==> src/hdl/baro_pressure_temp_compensation_core_macros.svh <==
// Assertion helpers used by the compensation core RTL.
`ifndef BARO_PRESSURE_TEMP_COMPENSATION_CORE_MACROS_SVH
`define BARO_PRESSURE_TEMP_COMPENSATION_CORE_MACROS_SVH

// Same-cycle implication, disabled while reset is asserted.
`define BPTC_ASSERT_IMPL(label, clk, rst_n, ante, cons) \
    label: assert property (@(posedge clk) disable iff (!(rst_n)) (ante) |-> (cons)) \
        else $error("bptc assertion failed");

// Next-cycle implication, disabled while reset is asserted.
`define BPTC_ASSERT_NEXT(label, clk, rst_n, ante, cons) \
    label: assert property (@(posedge clk) disable iff (!(rst_n)) (ante) |=> (cons)) \
        else $error("bptc assertion failed");

`endif

==> src/hdl/bptc_pkg.sv <==
`default_nettype none

package bptc_pkg;

    // Field widths
    localparam int RAW_W  = 24;
    localparam int CF_W   = 16;
    localparam int OUT_W  = 32;
    localparam int IDX_W  = 3;
    localparam int STAGES = 9;

    // Datapath widths (bounded by the 24-bit raw values and 16-bit coefficients)
    localparam int DT_W     = RAW_W + 1;          // dT
    localparam int MUL_W    = DT_W + CF_W + 1;    // dT * coefficient
    localparam int DD_W     = 2 * DT_W;           // dT * dT
    localparam int TSH_W    = 18;                 // (dT * C6) >>> 23, i.e. TEMP - 2000
    localparam int TEMP_W   = 20;                 // TEMP before and after T2
    localparam int DIFF2_W  = 19;                 // TEMP + 1500
    localparam int T2_W     = 17;                 // T2
    localparam int OFF1_W   = 36;                 // first-order OFF
    localparam int SENS1_W  = 35;                 // first-order SENS
    localparam int SQ1_W    = 35;                 // (TEMP - 2000)^2
    localparam int SQ2_W    = 36;                 // (TEMP + 1500)^2
    localparam int FIVE_W   = SQ1_W + 2;
    localparam int SEVEN_W  = SQ2_W + 3;
    localparam int ELEVEN_W = SQ2_W + 4;
    localparam int OFF_W    = 41;                 // final OFF and SENS
    localparam int SLO_W    = 21;                 // low slice of SENS for the split product
    localparam int PRD_W    = 45;                 // partial products and D1*SENS >>> 21
    localparam int RES_W    = PRD_W + 1;          // before the final >>> 15

    localparam logic [RAW_W-1:0] RAW_MAX = {RAW_W{1'b1}};

    localparam int TEMP_REF_VAL = 2000;
    localparam int TEMP_LOW_VAL = 1500;
    localparam logic signed [TEMP_W-1:0]  TEMP_REF  = TEMP_W'(TEMP_REF_VAL);
    localparam logic signed [DIFF2_W-1:0] DIFF2_OFS = DIFF2_W'(TEMP_REF_VAL + TEMP_LOW_VAL);

    // Configuration register indexes
    typedef enum logic [IDX_W-1:0] {
        CFG_SENS_BASE   = 3'd0,
        CFG_OFFSET_BASE = 3'd1,
        CFG_SENS_TC     = 3'd2,
        CFG_OFFSET_TC   = 3'd3,
        CFG_REF_TEMP    = 3'd4,
        CFG_TEMP_COEFF  = 3'd5
    } t_cfg_idx;

    // Calibration coefficients as seen by the datapath
    typedef struct packed {
        logic [CF_W-1:0] sens_base;
        logic [CF_W-1:0] offset_base;
        logic [CF_W-1:0] sens_temp_coeff;
        logic [CF_W-1:0] offset_temp_coeff;
        logic [CF_W-1:0] reference_temperature;
        logic [CF_W-1:0] temp_coeff;
    } t_coeffs;

endpackage

`default_nettype wire

==> src/hdl/bptc_cfg_regs.sv <==
`default_nettype none

module bptc_cfg_regs (
    input  wire                          i_clk,
    input  wire                          i_rst_n,
    input  wire                          i_cfg_valid,
    output logic                         o_cfg_ready,
    input  wire  [bptc_pkg::IDX_W-1:0]   i_cfg_index,
    input  wire  [bptc_pkg::CF_W-1:0]    i_cfg_data,
    output bptc_pkg::t_coeffs            o_coeffs
);

    bptc_pkg::t_coeffs r_coeffs;

    // Writes are always taken; unknown indexes drop the item
    assign o_cfg_ready = 1'b1;
    assign o_coeffs    = r_coeffs;

    always_ff @(posedge i_clk) begin
        if (!i_rst_n) begin
            r_coeffs <= '0;
        end else if (i_cfg_valid) begin
            case (bptc_pkg::t_cfg_idx'(i_cfg_index))
                bptc_pkg::CFG_SENS_BASE:   r_coeffs.sens_base             <= i_cfg_data;
                bptc_pkg::CFG_OFFSET_BASE: r_coeffs.offset_base           <= i_cfg_data;
                bptc_pkg::CFG_SENS_TC:     r_coeffs.sens_temp_coeff       <= i_cfg_data;
                bptc_pkg::CFG_OFFSET_TC:   r_coeffs.offset_temp_coeff     <= i_cfg_data;
                bptc_pkg::CFG_REF_TEMP:    r_coeffs.reference_temperature <= i_cfg_data;
                bptc_pkg::CFG_TEMP_COEFF:  r_coeffs.temp_coeff            <= i_cfg_data;
                default: ;
            endcase
        end
    end

endmodule

`default_nettype wire

==> config.mk <==
export PLATFORM = sky130hd
export DESIGN_NAME = bptc_cfg_regs
export DESIGN_NICKNAME = d
export VERILOG_FILES = /design/src/hdl/baro_pressure_temp_compensation_core_macros.svh /design/src/hdl/bptc_pkg.sv /design/src/hdl/bptc_cfg_regs.sv
export SDC_FILE = /design/constraint.sdc
export NUM_CORES = 1
export LEC_CHECK = 0
export BUFFER_PORTS_ARGS = -buffer_cell sky130_fd_sc_hd__buf_4
export CAP_MARGIN = 0
export CORE_ASPECT_RATIO = 1.2
export CORE_MARGIN = 4
export CORE_UTILIZATION = 49
export DETAILED_ROUTE_END_ITERATION = 6
export HOLD_SLACK_MARGIN = 0.12
export PLACE_DENSITY = 0.78
export SYNTH_ARGS = -nofsm -noshare
export SYNTH_HDL_FRONTEND = slang
export SYNTH_SLANG_ARGS = --single-unit
==> constraint.sdc <==
create_clock -name i_clk -period 1.6 [get_ports i_clk]
set_input_delay 0.24 -clock i_clk [delete_from_list [all_inputs] [get_ports i_clk]]
set_output_delay 0.24 -clock i_clk [all_outputs]
set_load 0.01 [all_outputs]
---- Word level (Yosys, flattened, before mapping) ----
Cells that the tools add are included.
cells by class
  equality and inequality tests ........... 5
  reductions and logical operators ........ 7
operators by type and width
  kind                                            number
  AND reduction 2 bit                             6
  == test 3 x 2 -> 1 bit (second input constant)  2
  == test 3 bit (second input constant)           2
  == test 3 x 1 -> 1 bit (second input constant)  1
  zero test 3 bit                                 1
storage, ports and cells
  register bits ........................... 96
  output and inout port bits .............. 97
  word-level logic and storage cells ...... 18

---- Longest topological paths before layout ----
Gate-level depths: netlist of run 1.
  word-level depth ........................ 2
  gate-level depth with buffers ........... 4
  mapped depth without buffers ............ 2

---- Worst setup path after synthesis of run 1 ----
OpenSTA, ideal clock, no wires.
  path type ............................... in2reg
  start ................................... input port i_cfg_index[1] in the netlist's numbering
  end ..................................... register r_coeffs (netlist bit o_coeffs[80])
  arrival ................................. 1.167 ns
  path slack .............................. 0.310 ns
  stages .................................. 4
  path buffers ............................ 2
  cells stage by stage .................... or4b_1 -> buf_6 -> buf_12 -> mux2i_1
on the way
  cells in the longest elaborated chain, start to end .. 2
ends and longest elaborated chain
  item                           line                 text
  start, declared                bptc_cfg_regs.sv:8   input wire [bptc_pkg::IDX_W-1:0] i_cfg_index,
  zero test 3 bit                bptc_cfg_regs.sv:23  case (bptc_pkg::t_cfg_idx'(i_cfg_index))
  AND reduction 2 bit (no line)  --
  end, declared                  bptc_cfg_regs.sv:13  bptc_pkg::t_coeffs r_coeffs;
No other way between the ends.
A chain may end at the register's enable or synchronous reset.

---- Worst setup path in the final report of run 1 ----
  start ................................... register r_coeffs (netlist bit o_coeffs[15])
  end ..................................... output port o_coeffs[15] in the netlist's numbering
RTL lines
  item           line                 text
  end, declared  bptc_cfg_regs.sv:10  output bptc_pkg::t_coeffs o_coeffs
No word-level cell between the ends.

==> summary.md, run 1 <==
| Metric | Value |
|---|---|
| Outcome | `finished clean` |
| Grt ovf | `0` |
| Die width | `85.2 um` |
| Layout net count | `472` |
| Post-route ant nets | `0` |
| Power Internal | `3820 uW` |
| # diodes | `0` |
| Fmax | `926 MHz` |
| CTS Root Cell | `clkbuf_8` |
| Post-synth EDFFs | `0` |
| Layout cells sized above 1 | `31.4%` |
| Slowest stage cell, crit path | `dfxtp_1` |
| Sequential share of the synthesized area | `54.8%` |
| First-pass GRT wire length | `13,600 um` |
| Post-synthesis adder-cell area fraction | `0%` |
| Setup TNS | `0 ps` |
| # fillers | `568` |
| Commonest cells post-synth | `nand2_1 (112), dfxtp_1 (96), mux2i_1 (96), clkbuf_1 (11), buf_2 (9)` |
| Leak pwr | `0.00251 uW` |
| Largest family of logic cells by synthesized area | `multiplexers` |
| Post-synthesis cell area | `0.00351 mm^2` |
| Postcts setup bufs | `0` |
| Core Area | `0.00690 mm^2` |
| Initial antenna violation count | `0` |
| Most area-consuming cells after synthesis | `dfxtp_1 (55%), mux2i_1 (27%), nand2_1 (12%)` |
| RSZ-0062 raised after global routing | `no` |
| Critical path type | `flop to output port` |
| Max FFs per register | `96` |
| Cells after Synth | `336` |
| Register area | `0.00192 mm^2` |
| Worst Hold Depth | `3` |
| Slew Limit Fails | `0` |
| Final setup violation count | `0` |
| CTS H-tree depth | `3` |
| Std cell rows | `33` |
| Worst path bufs/invs | `1` |
| CTS tree | `done` |
| HPWL Detailed | `6220 um` |
| Overall power | `4840 uW` |
| Vias | `2,712` |
| Worst r2r dst | `o_coeffs[15]` |
| Largest stage delay, worst path | `370 ps` |
| MaxCap Viol Count | `0` |
| Seq pwr share | `51.1%` |
| I/O Buffers | `117` |
| Worst EP required | `1360 ps` |
| Net Sw Power | `1020 uW` |
| Total track usage | `20.2%` |
| Die Ht | `101 um` |
| Worst-Skew Late Latency | `340 ps` |
| Area of the multi-input gates | `0.00145 mm^2` |
| Drt first pass iters | `4` |
| Worst Path Max Fanout | `2` |
| R2R setup slack | `950 ps` |
| Avg Inst Size Synth | `10.4 um^2` |
| Clock buffer count from CTS | `9` |
| CP top delay family | `flip-flops` |
| Synth top area share | `54.8%` |
| Placer congestion estimate | `0.775` |
| FF-to-FF Start | `o_coeffs[15]` |
| Worst hold slack | `269 ps` |
| Largest net degree at the start of global routing | `42` |
| Clock sinks | `96` |
| Max IR drop VDD | `0.546 mV` |
| Hold Startpoint | `i_rst_n` |
| Syn-to-layout area delta | `35.1%` |
| Die ar. | `0.00858 mm^2` |
| Drt via density | `5.00` |
| Hold Crit Endpoint | `o_coeffs[6]` |
| Count leader, synth | `nand2_1` |
| Synth Net Count | `358` |
| DRC | `0` |
| Routed length per instance | `15.9 um` |
| HP Class | `primary input to flop` |
| Cell taking the most area after synthesis | `dfxtp_1` |
| Synth Area in Compound Gates | `0%` |
| Mux cell area share after synthesis | `27.4%` |
| Clk buf depth | `2` |
| Ys flop type | `dfxtp_1` |
| Clock power share | `41.3%` |
| Synth warn | `0` |
| Crit share post-route | `67.5%` |
| Number of I/O pins | `119` |
| Final wirelength | `8630 um` |
| Net Sw Frac | `21.1%` |
| Clk pin slew, worst setup/hold paths | `90 ps` |
| CP Launch Type | `flop` |
| Vias in the first global route | `2,692` |
| XOR/XNOR share of the synthesized area | `0%` |
| Register bit total from synthesis | `96` |
| Util after Layout | `68.7%` |
| Logic pwr share | `7.7%` |
| Worst R2R Path Depth | `2` |
| Async S/R FF share, synth | `0%` |
| Power Density | `1020 mW/mm^2` |
| DRT iter0 DRCs | `68` |
| CP arrival | `840 ps` |
| CTS Hold Bufs | `0` |
| Synth Area in Simple Gates | `13.8%` |
| Starting Density | `50.8%` |
| Final Hold Fails | `0` |
| Crit end category | `output port` |
| Yosys cell types | `14` |
| Critical path, cell by cell | `buf_4` |
| Min cycle time layout | `1080 ps` |
| CTS resizes | `0` |
| Worst Skew | `0 ps` |
## layer usage
layer | vias up | wire length (um) | GRT usage (%)
met1 | 1300 | 3590 | 23.8
met4 | 0 | 96 | 8.04
met5 | - | 0 | 0
met2 | 66 | 4510 | 35.9
met3 | 8 | 432 | 3.76
li1 | 1338 | - | -
## metrics by stage
step	worst slack [ps]	area, um^2	std cells
6_report	520	4740	542
5_1_grt	463	4740	542
4_1_cts	498	4740	542
3_5_place_dp	195	4480	526
3_3_place_gp	203	4480	526
2_1_floorplan	310	3510	336
## final cells by class
type	instances	share of cell area, %
Clock inverter	5	2.72
Multi-Input combinational cell	215	30.6
Clock buffer	11	2.77
Sequential cell	96	40.6
Tap cell	87	2.30
Timing Repair Buffer	128	21.1
## logic make-up (layout without fill, tap and decap cells)
group	after synthesis	count (layout)
buf+inv	25	144
other cells	1	1
simple gates	118	118
mux	96	96
flops	96	96
## power by group through the flow
| stage | Clock [uW] | Sequential (uW) | Combinational, uW |
|---|---|---|---|
| 2_1_floorplan | 0 | 2550 | 165 |
| 3_3_place_gp | 0 | 2530 | 366 |
| 3_5_place_dp | 0 | 2530 | 374 |
| 4_1_cts | 2030 | 2470 | 376 |
| 5_1_grt | 2130 | 2480 | 401 |
| 6_report | 2000 | 2470 | 371 |
## worst max-delay path by stage
| stage | startpoint | endpoint | slack, ps | depth (start not counted) |
|---|---|---|---|---|
| final | o_coeffs[15] | o_coeffs[15] | 520 | 1 |
| after global routing | o_coeffs[72] | o_coeffs[72] | 460 | 1 |
| after CTS | o_coeffs[14] | o_coeffs[14] | 500 | 1 |
| after detailed placement | i_cfg_index[1] | o_coeffs[90] | 190 | 4 |
| after global placement | i_cfg_index[1] | o_coeffs[90] | 200 | 4 |
| after floorplan | i_cfg_index[1] | o_coeffs[80] | 310 | 4 |
## worst register-to-register path: stages (launching register included)
cell	delay (ps)
dfxtp_1	370
nand2_1	70
mux2i_1	140
## cell usage in the layout (no fill, tap or decap), drive strengths merged
| cell | Yosys | routed |
|---|---|---|
| dfxtp | 96 | 96 |
| conb | 1 | 1 |
| clkbuf | 11 | 11 |
| bufinv | 0 | 4 |
| clkinv | 0 | 1 |
| mux2i | 96 | 96 |
| nand4b | 2 | 2 |
| nand2 | 112 | 112 |
| or4b | 1 | 1 |
| and4bb | 1 | 1 |
| buf | 14 | 128 |
| nand4bb | 2 | 2 |
(Power assumes the default switching activity.)
==> inputs of run 2 (changes only) <==
Settings changed: CORE_UTILIZATION 49 to 45, PLACE_DENSITY 0.78 to 0.76.
Clock period 1.6 ns to 0.9 ns, I/O delays scaled along.
==> run 2 against run 1 <==
  * The run now ends with negative setup slack left
  * Worst setup slack worse by 570 ps
  * Combinational power is 120% higher
  * Sequential cell count stayed put
  * First-iteration DRC count is 12% higher
  * Sequential share of layout area is 2.9 points lower
  * Critical path type unchanged
  * Largest cell class unchanged
==> summary.md, run 2 (synthesis results as in run 1) <==
| Metric | Value |
|---|---|
| Final Hold Fails | `0 (unchanged)` |
| Worst Skew | `0 ps (unchanged)` |
| Placer congestion estimate | `0.747 (-3.6%)` |
| MaxCap Viol Count | `0 (unchanged)` |
| Post-route ant nets | `0 (unchanged)` |
| Core Area | `0.00762 mm^2 (+11%)` |
| DRT iter0 DRCs | `76 (+12%)` |
| Number of I/O pins | `119 (unchanged)` |
| Failing checks | `negative setup slack` |
| RSZ-0062 raised after global routing | `yes` |
| Routed length per instance | `16.8 um (+5.4%)` |
| Final setup violation count | `96 (+96)` |
| # diodes | `0 (unchanged)` |
| Vias | `2,857 (+5.3%)` |
| Worst path bufs/invs | `1 (unchanged)` |
| Fmax | `1050 MHz` |
| Clock sinks | `96 (unchanged)` |
| Min cycle time layout | `955 ps` |
| Die ar. | `0.00927 mm^2 (+8.1%)` |
| Worst Path Max Fanout | `2 (unchanged)` |
| Die width | `88.6 um (+3.9%)` |
| Die Ht | `105 um (+4.0%)` |
| Worst EP required | `760 ps (-600 ps)` |
| Clock buffer count from CTS | `9 (unchanged)` |
| Setup WS post-layout | `-54.5 ps (-574 ps)` |
| CTS H-tree depth | `3 (unchanged)` |
| CP Launch Type | `flop` |
| Slowest stage cell, crit path | `dfxtp_2` |
| Total track usage | `21.0% (+0.79 points)` |
| CP arrival | `820 ps (-20 ps)` |
| Grt ovf | `0 (unchanged)` |
| Max FFs per register | `96 (unchanged)` |
| Drt first pass iters | `4 (unchanged)` |
| Crit end category | `output port` |
| Critical path type | `flop to output port` |
| Slew Limit Fails | `0 (unchanged)` |
| Critical path, cell by cell | `buf_6` |
| Worst-Skew Late Latency | `350 ps (about the same)` |
| CTS Root Cell | `clkbuf_8` |
| Power Density | `1440 mW/mm^2 (+41%)` |
| Outcome | `finished, violations left` |
| Clk buf depth | `2 (unchanged)` |
| Most frequent cells in the layout | `nand2_1 (112), buf_6 (97), mux2i_1 (96), dfxtp_2 (96), buf_4 (43)` |
| Vias in the first global route | `3,022 (+12%)` |
| DRC | `0 (unchanged)` |
| I/O Buffers | `117 (unchanged)` |
| Std cell rows | `35 (+6.1%)` |
| Starting Density | `46.0% (-4.8 points)` |
| Worst hold slack | `183 ps (-86.2 ps)` |
| Drt via density | `5.01 (+0.17%)` |
| CTS tree | `done` |
| Largest stage delay, worst path | `360 ps (about the same)` |
| Leak pwr | `0.00276 uW (+9.9%)` |
| Max IR drop VDD | `1.06 mV (+95%)` |
| HPWL Detailed | `6500 um (+4.5%)` |
| Setup TNS | `-3470 ps (-3470 ps)` |
| Final wirelength | `9560 um (+11%)` |
| HP Class | `primary input to flop` |
| Clk pin slew, worst setup/hold paths | `100 ps (about the same)` |
| # fillers | `534 (-6.0%)` |
| Initial antenna violation count | `0 (unchanged)` |
| Syn-to-layout area delta | `54.7%` |
| Commonest non-fill, non-tap cell in the layout | `nand2_1` |
| CP top delay family | `flip-flops` |
| First-pass GRT wire length | `15,000 um (+11%)` |
| Crit share post-route | `106%` |
| Largest net degree at the start of global routing | `28 (-33%)` |
| Layout net count | `495 (+4.9%)` |
| Layout cells sized above 1 | `55.4% (+24 points)` |
run 2: cell count changes in the layout (fill, tap and decap cells not counted), sizes merged:
| cell | delta |
|---|---|
| buf | +23 |
| bufinv | -4 |
| clkbuf | -2 |
| clkinv | +2 |
| clkinvlp | +1 |
| inv | +3 |
run 2: final timing paths:
kind	start	endpoint	slack [ps]	depth (start not counted)
max	o_coeffs[8]	o_coeffs[8]	-50	1
min	i_cfg_data[2]	o_coeffs[82]	180	3
max reg2reg	o_coeffs[27]	o_coeffs[27]	90	4
min reg2reg	o_coeffs[2]	o_coeffs[2]	470	2
run 2: area by class of cell:
class                   instances  area (um^2)  share of cell area [%]
well taps                      92          115                    2.12
flip-flops and latches         96         2040                    37.7
clock inverters                 7         55.1                    1.02
repair buffers                151         1640                    30.2
clock buffers                   9          124                    2.28
multi-input cells             215         1450                    26.8
run 2: report_power, final:
| group | total (uW) | internal [uW] | switching (uW) |
|---|---|---|---|
| Combinational | 810 | 431 | 379 |
| Clock | 2590 | 1040 | 1550 |
| Sequential | 4420 | 4350 | 70.0 |
run 2: stage by stage:
step           cell area, um^2  std cells  power (uW)  worst slack [ps]  util [%]
4_1_cts                   5340        559        7840             -66.0      70.0
6_report                  5420        570        7830             -54.5      71.2
2_1_floorplan             3540        336        4830              -269         -
3_3_place_gp              4620        535        5200              -349      60.6
3_5_place_dp              4620        535        5220              -372      60.6
5_1_grt                   5420        570        8130             -90.9      71.2
run 2: layer usage:
layer / vias to the layer above / routed length [um] / track usage [%]
met5: - / 0 / 0
met4: 0 / 133 / 7.02
met3: 8 / 450 / 4.81
met2: 80 / 5140 / 36.5
met1: 1390 / 3830 / 24.9
li1: 1379 / - / -
run 2: timing repair:
action                     in CTS  in global routing
buffers inserted                8                 11
pin swaps                       0                  1
setup endpoints to repair      96                102
gates resized for setup       192                  1
hold buffers                    0                  0
